--- src/mqll_pkg.sv ---
// Shared types and field widths for the linked-list multi-queue manager.
`default_nettype none

package mqll_pkg;

	// Widths of the request and response fields.
	localparam int KIND_W   = 2;
	localparam int ID_W     = 8;
	localparam int STATUS_W = 2;

	// Request kinds. The fourth code carries no operation and is answered as a bad id.
	typedef enum logic [KIND_W-1:0] {
		KIND_ENQ  = 2'd0,
		KIND_DEQ  = 2'd1,
		KIND_MOVE = 2'd2
	} kind_t;

	// Response status codes.
	typedef enum logic [STATUS_W-1:0] {
		STAT_OK    = 2'd0,
		STAT_EMPTY = 2'd1,
		STAT_BAD   = 2'd2
	} status_t;

	// Controller states.
	typedef enum logic [3:0] {
		S_IDLE,
		S_QRD,
		S_ENQ_FIN,
		S_DQ_LINK,
		S_DQ_PREV,
		S_WALK,
		S_MV_CLR,
		S_MV_SRC,
		S_MV_SET,
		S_RESP
	} state_t;

endpackage

`default_nettype wire

--- src/mqll_qtab.sv ---
// Queue table: head and tail pointer of every queue, with per-queue valid bits.
`default_nettype none

module mqll_qtab #(
	parameter int NUM_QUEUES = 16,
	parameter int LINK_W     = 7,
	parameter int QADDR_W    = 4
) (
	input  logic               clk,
	input  logic               arst_n,
	input  logic               we,
	input  logic [QADDR_W-1:0] waddr,
	input  logic [LINK_W-1:0]  wr_head,
	input  logic [LINK_W-1:0]  wr_tail,
	input  logic [QADDR_W-1:0] raddr,
	output logic [LINK_W-1:0]  rd_head,
	output logic [LINK_W-1:0]  rd_tail
);

	logic [2*LINK_W-1:0]   mem [NUM_QUEUES];
	logic [2*LINK_W-1:0]   rdata_q;
	logic                  rvld_q;
	logic [NUM_QUEUES-1:0] vld_q;
	logic                  fwd;

	// A read of the entry being written in the same cycle returns the new word.
	assign fwd = we && (waddr == raddr);

	always_ff @(posedge clk) begin
		if (we) begin
			mem[waddr] <= {wr_head, wr_tail};
		end
		if (fwd) begin
			rdata_q <= {wr_head, wr_tail};
		end else begin
			rdata_q <= mem[raddr];
		end
	end

	// A queue that has never been written reads as empty.
	always_ff @(posedge clk or negedge arst_n) begin
		if (!arst_n) begin
			vld_q  <= '0;
			rvld_q <= 1'b0;
		end else begin
			if (we) begin
				vld_q[waddr] <= 1'b1;
			end
			rvld_q <= fwd || vld_q[raddr];
		end
	end

	assign rd_head = rvld_q ? rdata_q[2*LINK_W-1:LINK_W] : '1;
	assign rd_tail = rvld_q ? rdata_q[LINK_W-1:0]        : '1;

endmodule

`default_nettype wire

--- src/mqll_links.sv ---
// Link table: next and previous pointer of every entry.
`default_nettype none

module mqll_links #(
	parameter int NUM_ENTRIES = 64,
	parameter int LINK_W      = 7,
	parameter int LADDR_W     = 6
) (
	input  logic               clk,
	input  logic               nx_we,
	input  logic [LADDR_W-1:0] nx_waddr,
	input  logic [LINK_W-1:0]  nx_wdata,
	input  logic [LADDR_W-1:0] nx_raddr,
	output logic [LINK_W-1:0]  nx_rdata,
	input  logic               pv_we,
	input  logic [LADDR_W-1:0] pv_waddr,
	input  logic [LINK_W-1:0]  pv_wdata
);

	logic [LINK_W-1:0] next_mem [NUM_ENTRIES];
	logic [LINK_W-1:0] prev_mem [NUM_ENTRIES];
	logic [LINK_W-1:0] rdata_q;

	// Write-first read port, so that a list walk sees the link it has just cleared.
	always_ff @(posedge clk) begin
		if (nx_we) begin
			next_mem[nx_waddr] <= nx_wdata;
		end
		if (nx_we && (nx_waddr == nx_raddr)) begin
			rdata_q <= nx_wdata;
		end else begin
			rdata_q <= next_mem[nx_raddr];
		end
	end

	always_ff @(posedge clk) begin
		if (pv_we) begin
			prev_mem[pv_waddr] <= pv_wdata;
		end
	end

	assign nx_rdata = rdata_q;

endmodule

`default_nettype wire

--- src/mqll_ctrl.sv ---
// Request sequencer: reads, modifies and writes back the queue and link tables.
`default_nettype none

module mqll_ctrl import mqll_pkg::*; #(
	parameter int NUM_ENTRIES = 64,
	parameter int NUM_QUEUES  = 16,
	parameter int LINK_W      = 7,
	parameter int LADDR_W     = 6,
	parameter int QADDR_W     = 4
) (
	input  logic                clk,
	input  logic                arst_n,
	input  logic                start,
	input  logic [KIND_W-1:0]   kind,
	input  logic [ID_W-1:0]     queue_id,
	input  logic [ID_W-1:0]     entry_id,
	input  logic [ID_W-1:0]     dest_queue_id,
	output logic                busy,
	output logic                done,
	output logic [ID_W-1:0]     result_entry,
	output logic [STATUS_W-1:0] status,
	output logic                q_we,
	output logic [QADDR_W-1:0]  q_waddr,
	output logic [LINK_W-1:0]   q_wr_head,
	output logic [LINK_W-1:0]   q_wr_tail,
	output logic [QADDR_W-1:0]  q_raddr,
	input  logic [LINK_W-1:0]   rd_head,
	input  logic [LINK_W-1:0]   rd_tail,
	output logic                nx_we,
	output logic [LADDR_W-1:0]  nx_waddr,
	output logic [LINK_W-1:0]   nx_wdata,
	output logic [LADDR_W-1:0]  nx_raddr,
	input  logic [LINK_W-1:0]   nx_rdata,
	output logic                pv_we,
	output logic [LADDR_W-1:0]  pv_waddr,
	output logic [LINK_W-1:0]   pv_wdata
);

	localparam int STEP_W = $clog2(NUM_ENTRIES + 1);
	localparam logic [LINK_W-1:0] LINK_NONE = '1;
	localparam logic [LINK_W-1:0] ENT_LIM   = LINK_W'(NUM_ENTRIES);
	localparam logic [STEP_W-1:0] STEP_LIM  = STEP_W'(NUM_ENTRIES);
	localparam logic [ID_W:0]     QID_LIM   = (ID_W + 1)'(NUM_QUEUES);
	localparam logic [ID_W:0]     EID_LIM   = (ID_W + 1)'(NUM_ENTRIES);

	state_t              state_q, state_d;
	kind_t               kind_q;
	logic [QADDR_W-1:0]  qid_q, did_q;
	logic [LINK_W-1:0]   eid_q, h_q, t_q;
	logic [STEP_W-1:0]   steps_q, steps_n;
	logic [ID_W-1:0]     res_q;
	status_t             st_q;

	kind_t               in_kind;
	logic                accept, id_bad;
	logic                head_ok, tail_ok, q_empty, n_ok, walk_more;

	assign in_kind = kind_t'(kind);
	assign accept  = start && (state_q == S_IDLE);

	always_comb begin
		id_bad = ({1'b0, queue_id} >= QID_LIM);
		unique case (in_kind)
			KIND_ENQ:  id_bad = id_bad || ({1'b0, entry_id} >= EID_LIM);
			KIND_DEQ:  id_bad = id_bad;
			KIND_MOVE: id_bad = id_bad || ({1'b0, dest_queue_id} >= QID_LIM);
			default:   id_bad = 1'b1;
		endcase
	end

	// Pointers outside the entry range stand for the end of a list.
	assign head_ok   = rd_head < ENT_LIM;
	assign tail_ok   = rd_tail < ENT_LIM;
	assign q_empty   = !(head_ok && tail_ok);
	assign n_ok      = nx_rdata < ENT_LIM;
	assign steps_n   = steps_q + 1'b1;
	assign walk_more = n_ok && (steps_n < STEP_LIM);

	// Next state.
	always_comb begin
		state_d = state_q;
		unique case (state_q)
			S_IDLE:    if (accept) begin
				state_d = id_bad ? S_RESP : S_QRD;
			end
			S_QRD: begin
				unique case (kind_q)
					KIND_ENQ:  state_d = S_ENQ_FIN;
					KIND_DEQ:  state_d = head_ok ? S_DQ_LINK : S_RESP;
					KIND_MOVE: state_d = head_ok ? S_WALK : S_MV_CLR;
					default:   state_d = S_RESP;
				endcase
			end
			S_ENQ_FIN: state_d = S_RESP;
			S_DQ_LINK: state_d = n_ok ? S_DQ_PREV : S_RESP;
			S_DQ_PREV: state_d = S_RESP;
			S_WALK:    state_d = walk_more ? S_WALK : S_MV_CLR;
			S_MV_CLR:  state_d = S_MV_SRC;
			S_MV_SRC:  state_d = (head_ok && tail_ok) ? S_MV_SET : S_RESP;
			S_MV_SET:  state_d = S_RESP;
			S_RESP:    state_d = S_IDLE;
			default:   state_d = S_IDLE;
		endcase
	end

	// Table accesses and handshake outputs.
	always_comb begin
		q_we      = 1'b0;
		q_waddr   = qid_q;
		q_wr_head = LINK_NONE;
		q_wr_tail = LINK_NONE;
		q_raddr   = qid_q;
		nx_we     = 1'b0;
		nx_waddr  = LADDR_W'(h_q);
		nx_wdata  = LINK_NONE;
		nx_raddr  = LADDR_W'(h_q);
		pv_we     = 1'b0;
		pv_waddr  = LADDR_W'(h_q);
		pv_wdata  = LINK_NONE;
		unique case (state_q)
			S_IDLE: begin
				q_raddr = (in_kind == KIND_MOVE) ? QADDR_W'(dest_queue_id)
				                                 : QADDR_W'(queue_id);
			end
			S_QRD: begin
				unique case (kind_q)
					KIND_ENQ: begin
						q_we      = 1'b1;
						q_wr_head = q_empty ? eid_q : rd_head;
						q_wr_tail = eid_q;
						nx_we     = !q_empty;
						nx_waddr  = LADDR_W'(rd_tail);
						nx_wdata  = eid_q;
						pv_we     = 1'b1;
						pv_waddr  = LADDR_W'(eid_q);
						pv_wdata  = q_empty ? LINK_NONE : rd_tail;
					end
					KIND_DEQ: begin
						nx_raddr = LADDR_W'(rd_head);
					end
					KIND_MOVE: begin
						nx_raddr = LADDR_W'(rd_head);
						pv_we    = head_ok;
						pv_waddr = LADDR_W'(rd_head);
					end
					default: begin
					end
				endcase
			end
			S_ENQ_FIN: begin
				nx_we    = 1'b1;
				nx_waddr = LADDR_W'(eid_q);
			end
			S_DQ_LINK: begin
				q_we      = 1'b1;
				q_wr_head = n_ok ? nx_rdata : LINK_NONE;
				q_wr_tail = n_ok ? t_q : LINK_NONE;
				nx_we     = 1'b1;
				pv_we     = 1'b1;
			end
			S_DQ_PREV: begin
				pv_we = 1'b1;
			end
			S_WALK: begin
				nx_we    = 1'b1;
				nx_raddr = LADDR_W'(nx_rdata);
				pv_we    = n_ok;
				pv_waddr = LADDR_W'(nx_rdata);
			end
			S_MV_CLR: begin
				q_we    = 1'b1;
				q_waddr = did_q;
			end
			S_MV_SRC: begin
				q_we = 1'b1;
			end
			S_MV_SET: begin
				q_we      = 1'b1;
				q_waddr   = did_q;
				q_wr_head = h_q;
				q_wr_tail = t_q;
				nx_we     = 1'b1;
				nx_waddr  = LADDR_W'(t_q);
				pv_we     = 1'b1;
			end
			S_RESP: begin
			end
			default: begin
			end
		endcase
		busy         = (state_q != S_IDLE);
		done         = (state_q == S_RESP);
		result_entry = res_q;
		status       = st_q;
	end

	always_ff @(posedge clk or negedge arst_n) begin
		if (!arst_n) begin
			state_q <= S_IDLE;
		end else begin
			state_q <= state_d;
		end
	end

	always_ff @(posedge clk) begin
		case (state_q)
			S_IDLE: if (accept) begin
				kind_q <= in_kind;
				qid_q  <= QADDR_W'(queue_id);
				did_q  <= QADDR_W'(dest_queue_id);
				eid_q  <= LINK_W'(entry_id);
				res_q  <= '0;
				st_q   <= id_bad ? STAT_BAD : STAT_OK;
			end
			S_QRD: begin
				h_q     <= rd_head;
				t_q     <= rd_tail;
				steps_q <= '0;
				if (kind_q == KIND_ENQ) begin
					res_q <= ID_W'(eid_q);
				end else if ((kind_q == KIND_DEQ) && !head_ok) begin
					st_q <= STAT_EMPTY;
				end
			end
			S_DQ_LINK: begin
				res_q <= ID_W'(h_q);
				h_q   <= nx_rdata;
			end
			S_WALK: begin
				h_q     <= nx_rdata;
				steps_q <= steps_n;
			end
			S_MV_SRC: begin
				h_q <= rd_head;
				t_q <= rd_tail;
			end
			default: begin
			end
		endcase
	end

	a_done_pulse: assert property (@(posedge clk) disable iff (!arst_n)
		done |=> !done)
		else $error("result strobe held for more than one cycle");

	a_accept_busy: assert property (@(posedge clk) disable iff (!arst_n)
		(start && !busy) |=> busy)
		else $error("request accepted without the block turning busy");

	a_bad_fast: assert property (@(posedge clk) disable iff (!arst_n)
		(start && !busy && id_bad) |=> (done && (status == STAT_BAD)))
		else $error("bad request not answered in the following cycle");

	a_walk_bound: assert property (@(posedge clk) disable iff (!arst_n)
		(state_q == S_WALK) |-> (steps_q < STEP_LIM))
		else $error("drain walk ran past the entry count");

	a_idle_quiet: assert property (@(posedge clk) disable iff (!arst_n)
		(state_q == S_IDLE) |-> !(q_we || nx_we || pv_we))
		else $error("table written while idle");

endmodule

`default_nettype wire

--- src/multi_queue_linked_list_manager_top.sv ---
// Top level of the linked-list multi-queue manager.
// Path from the accepted request to the done strobe: a bad request goes straight to the
// response; the others read the queue table first, and a move then drains the destination
// one entry per cycle (at most NUM_ENTRIES) before it rewrites the two queues.
// A new request is accepted in the cycle after done.
// The receiver cannot stall: result words are presented for one cycle with done.
// Reset is asynchronous, active low: all queues read as empty afterwards, without a sweep.
`default_nettype none

module multi_queue_linked_list_manager_top #(
	parameter int NUM_ENTRIES = 64,
	parameter int NUM_QUEUES  = 16
) (
	input  wire logic       clk,
	input  wire logic       arst_n,
	input  wire logic       start,
	input  wire logic [1:0] kind,
	input  wire logic [7:0] queue_id,
	input  wire logic [7:0] entry_id,
	input  wire logic [7:0] dest_queue_id,
	output logic            busy,
	output logic            done,
	output logic [7:0]      result_entry,
	output logic [1:0]      status
);

	// Link pointers have room for at least one code above the last entry; all-ones marks the end of a list.
	localparam int LINK_W  = $clog2(NUM_ENTRIES + 1);
	localparam int LADDR_W = $clog2(NUM_ENTRIES);
	localparam int QADDR_W = (NUM_QUEUES > 1) ? $clog2(NUM_QUEUES) : 1;

	logic               q_we;
	logic [QADDR_W-1:0] q_waddr, q_raddr;
	logic [LINK_W-1:0]  q_wr_head, q_wr_tail, rd_head, rd_tail;
	logic               nx_we, pv_we;
	logic [LADDR_W-1:0] nx_waddr, nx_raddr, pv_waddr;
	logic [LINK_W-1:0]  nx_wdata, nx_rdata, pv_wdata;

	// The sequencer runs one request at a time through read, modify and write-back steps.
	mqll_ctrl #(
		.NUM_ENTRIES (NUM_ENTRIES),
		.NUM_QUEUES  (NUM_QUEUES),
		.LINK_W      (LINK_W),
		.LADDR_W     (LADDR_W),
		.QADDR_W     (QADDR_W)
	) u_ctrl (
		.clk           (clk),
		.arst_n        (arst_n),
		.start         (start),
		.kind          (kind),
		.queue_id      (queue_id),
		.entry_id      (entry_id),
		.dest_queue_id (dest_queue_id),
		.busy          (busy),
		.done          (done),
		.result_entry  (result_entry),
		.status        (status),
		.q_we          (q_we),
		.q_waddr       (q_waddr),
		.q_wr_head     (q_wr_head),
		.q_wr_tail     (q_wr_tail),
		.q_raddr       (q_raddr),
		.rd_head       (rd_head),
		.rd_tail       (rd_tail),
		.nx_we         (nx_we),
		.nx_waddr      (nx_waddr),
		.nx_wdata      (nx_wdata),
		.nx_raddr      (nx_raddr),
		.nx_rdata      (nx_rdata),
		.pv_we         (pv_we),
		.pv_waddr      (pv_waddr),
		.pv_wdata      (pv_wdata)
	);

	// Head and tail of each queue share one word; valid bits make unwritten queues empty.
	mqll_qtab #(
		.NUM_QUEUES (NUM_QUEUES),
		.LINK_W     (LINK_W),
		.QADDR_W    (QADDR_W)
	) u_qtab (
		.clk     (clk),
		.arst_n  (arst_n),
		.we      (q_we),
		.waddr   (q_waddr),
		.wr_head (q_wr_head),
		.wr_tail (q_wr_tail),
		.raddr   (q_raddr),
		.rd_head (rd_head),
		.rd_tail (rd_tail)
	);

	// The link table is only meaningful once written, so it has no reset of its own.
	mqll_links #(
		.NUM_ENTRIES (NUM_ENTRIES),
		.LINK_W      (LINK_W),
		.LADDR_W     (LADDR_W)
	) u_links (
		.clk      (clk),
		.nx_we    (nx_we),
		.nx_waddr (nx_waddr),
		.nx_wdata (nx_wdata),
		.nx_raddr (nx_raddr),
		.nx_rdata (nx_rdata),
		.pv_we    (pv_we),
		.pv_waddr (pv_waddr),
		.pv_wdata (pv_wdata)
	);

endmodule

`default_nettype wire

--- config.mk ---
export PLATFORM = sky130hd
export DESIGN_NAME = multi_queue_linked_list_manager_top
export DESIGN_NICKNAME = d
export VERILOG_FILES = /design/src/mqll_pkg.sv /design/src/mqll_qtab.sv /design/src/mqll_links.sv /design/src/mqll_ctrl.sv /design/src/multi_queue_linked_list_manager_top.sv
export SDC_FILE = /design/constraint.sdc
export NUM_CORES = 1
export LEC_CHECK = 0
export BUFFER_PORTS_ARGS = -buffer_cell sky130_fd_sc_hd__buf_2
export CAP_MARGIN = 0
export CORE_AREA = 4 4 252 254
export DETAILED_ROUTE_END_ITERATION = 12
export DIE_AREA = 0 0 256 258
export GPL_TIMING_DRIVEN = 1
export PLACE_DENSITY = 0.63
export RECOVER_POWER = 50
export SYNTH_ARGS = -nofsm -noshare
export SYNTH_HDL_FRONTEND = slang
export SYNTH_HIERARCHICAL = 1
export SYNTH_SLANG_ARGS = --single-unit
--- constraint.sdc ---
create_clock -name clk -period 3.7 [get_ports clk]
set_clock_uncertainty 0.05 [all_clocks]
set_input_delay 0.74 -clock clk [delete_from_list [all_inputs] [get_ports clk]]
set_output_delay 0.74 -clock clk [all_outputs]
set_load 0.05 [all_outputs]
==> flow_summary_export.csv <==
group,metric,value,unit
power_and_ir_drop,fin_total_pwr,0.02996,W
route,dr.pass1.iters,6,
sta,finalSetupTns,0,ns
yosys,synth_area,0.03006,mm²
placement,globalplace.congestion,0.8781,
final_layout,drive_gt1_share,29.28,%
floorplanning,start_util,49.07,%
global_routing,grt_pass1_wl,104.0,mm
final_layout,utilization,56.64,%
placement,port_buffers,39,
final_layout,regArea,0.02233,mm²
clock_tree,hold_buffers,0,
final_layout,n_antenna_cell,0,
global_routing,grt_use_total,20.98,%
clock_tree,insertion_delay,0.63,ns
setup_path,crit_path_start_kind,"flop",
clock_tree,htree_levels,3,
sta,maxSlewViolCount,0,
placement,place.detailed.hpwl,44.14,mm
sta,rsz0062_at_grt,"no",
sta,setup_viol,0,
sta,fmax,282.7,MHz
floorplanning,row_count,91,
global_routing,grt_max_degree,65,
clock_tree,root_buffer,"clkbuf_16",
route,via_per_inst,6.053,
yosys,ys_warn_count,6,
final_layout,num-fill-cells,4575,
global_routing,antenna_found_initial,0,
placement,placed_cell_area,0.03216,mm²
final_layout,final_area,0.03470,mm²
route,drtIter0Drc,1674,
floorplanning,dieHeight,258,µm
status,outcome,"finished, final reports clean",
final_layout,final_common_cell,"edfxtp_1",
floorplanning,die_area,0.06605,mm²
sta,hold_violations,0,
clock_tree,numCtsBuffers,78,
final_layout,multi_input_area,0.007229,mm²
sta,fin_crit_sh,95.60,%
floorplanning,core,0.06126,mm²
final_layout,areaGrowthSynthToFinish,15.43,%
global_routing,grt_overflow_total,0,
clock_tree,path_clk_slew,0.06,ns
clock_tree,cts_sinks,750,
route,ant_nets,0,
sta,post-route-min-period,3.537,ns
final_layout,final_cell_mix,"edfxtp_1, mux4_2, buf_4, nor2_1, clkbuf_16",
power_and_ir_drop,ir_drop,488.2,µV
hold_path,hold_class,"primary input to flop",
setup_path,cp.required,3.97,ns
floorplanning,die_width,256,µm
power_and_ir_drop,leakage,11.87,nW
setup_path,cp_max_fo,14,
route,drc,0,
setup_path,critPathKind,"flop to flop",
yosys,syn_nets,1581,
sta,worst_pin_slew,1.387,ns
sta,slew_headroom,7.565,%
power_and_ir_drop,power.density,863.4,mW/mm²
route,wirelength,69.25,mm
job,drv_cap,0,
clock_tree,cts_tree,"yes",
floorplanning,pin_count,41,
setup_path,cp-end-kind,"flop",
final_layout,num-nets-final,1783,
route,wl_per_cell,26.63,µm
global_routing,grt_pass1_vias,16010,
yosys,synth.avg_cell_area,19.43,µm²
clock_tree,clockBufferDepth,3,
yosys,synthCells,1547,
route,vias,15740,
setup_path,cp.arrival,3.81,ns
==> path summary, 6_finish.rpt <==
| path | startpoint | endpoint | slack, ns | depth (start not counted) |
|---|---|---|---|---|
| worst max-delay path | flop | u_links/next_mem[36][0] | 0.16 | 8 |
| worst min-delay path | entry_id[0] | u_ctrl/eid_q[0] | 0.25 | 1 |
| worst max register to register | flop | u_links/next_mem[36][0] | 0.16 | 8 |
| worst min register to register | u_qtab/vld_q[2] | u_qtab/vld_q[2] | 0.41 | 1 |
| max in group asynchronous | arst_n | u_qtab/vld_q[4] | 2.61 | 1 |
| min in group asynchronous | arst_n | u_qtab/vld_q[3] | 0.27 | 1 |
==> where the power goes <==
group	total, W	switching [W]	internal (W)
combinational	0.00977	0.00591	0.00386
clock	0.00799	0.00326	0.00473
sequential	0.0122	0.000691	0.0115
total	0.0300	0.00986	0.0201
==> metal layers <==
layer / up-vias / wire [µm] / GRT usage [%]
li1: 6770 / - / -
met1: 8198 / 28220 / 29.41
met2: 668 / 34060 / 34.25
met3: 101 / 5478 / 3.815
met4: 0 / 1490 / 6.140
met5: - / 0 / 0
==> worst max-delay path, cell delays in order (launching register included) <==
cell and delay [ns]:
dfxtp_1 0.37, and2_0 1.01, a22oi_1 0.23, nand3_1 0.23
a221o_1 0.22, buf_4 0.16, or3b_2 0.60, nor2_1 0.15
buf_4 0.20
==> stage by stage <==
stage / cells / setup WS, ns / hold WS, ns
3_3_place_gp: 2459 / 0.1597 / 0.3949
2_1_floorplan: 1547 / 0.1202 / 0.3837
5_1_grt: 2600 / 0.04669 / 0.2321
6_report: 2600 / 0.1630 / 0.2498
3_5_place_dp: 2459 / 0.07554 / 0.3994
4_1_cts: 2600 / 0.05926 / 0.004487
==> sequential cells by signal, indices dropped and copies added, names as in the netlist, named ones only <==
name	count
u_links/next_mem	448
u_ctrl/result_entry	7
u_ctrl/h_q	7
u_ctrl/steps_q	7
u_ctrl/status	2
u_qtab/mem	224
u_ctrl/state_q	4
u_ctrl/kind_q	2
u_qtab/rvld_q	1
u_ctrl/eid_q	7
u_ctrl/did_q	4
u_qtab/vld_q	16
u_ctrl/qid_q	4
u_ctrl/t_q	7
==> cell type report <==
class,instances,area share [%]
tap,790,2.849
multi-input combinational,697,20.84
timing repair buffer,212,4.197
sequential,750,64.36
inverter,10,0.1082
clock inverter,41,1.648
clock buffer,100,6.000
==> repair_timing <==
item / 4_1_cts / 5_1_grt
gates resized for setup: 0 / 8
setup buffers: 0 / 0
setup endpoints to repair: 0 / 112
Power figures use the tool's default switching activity.
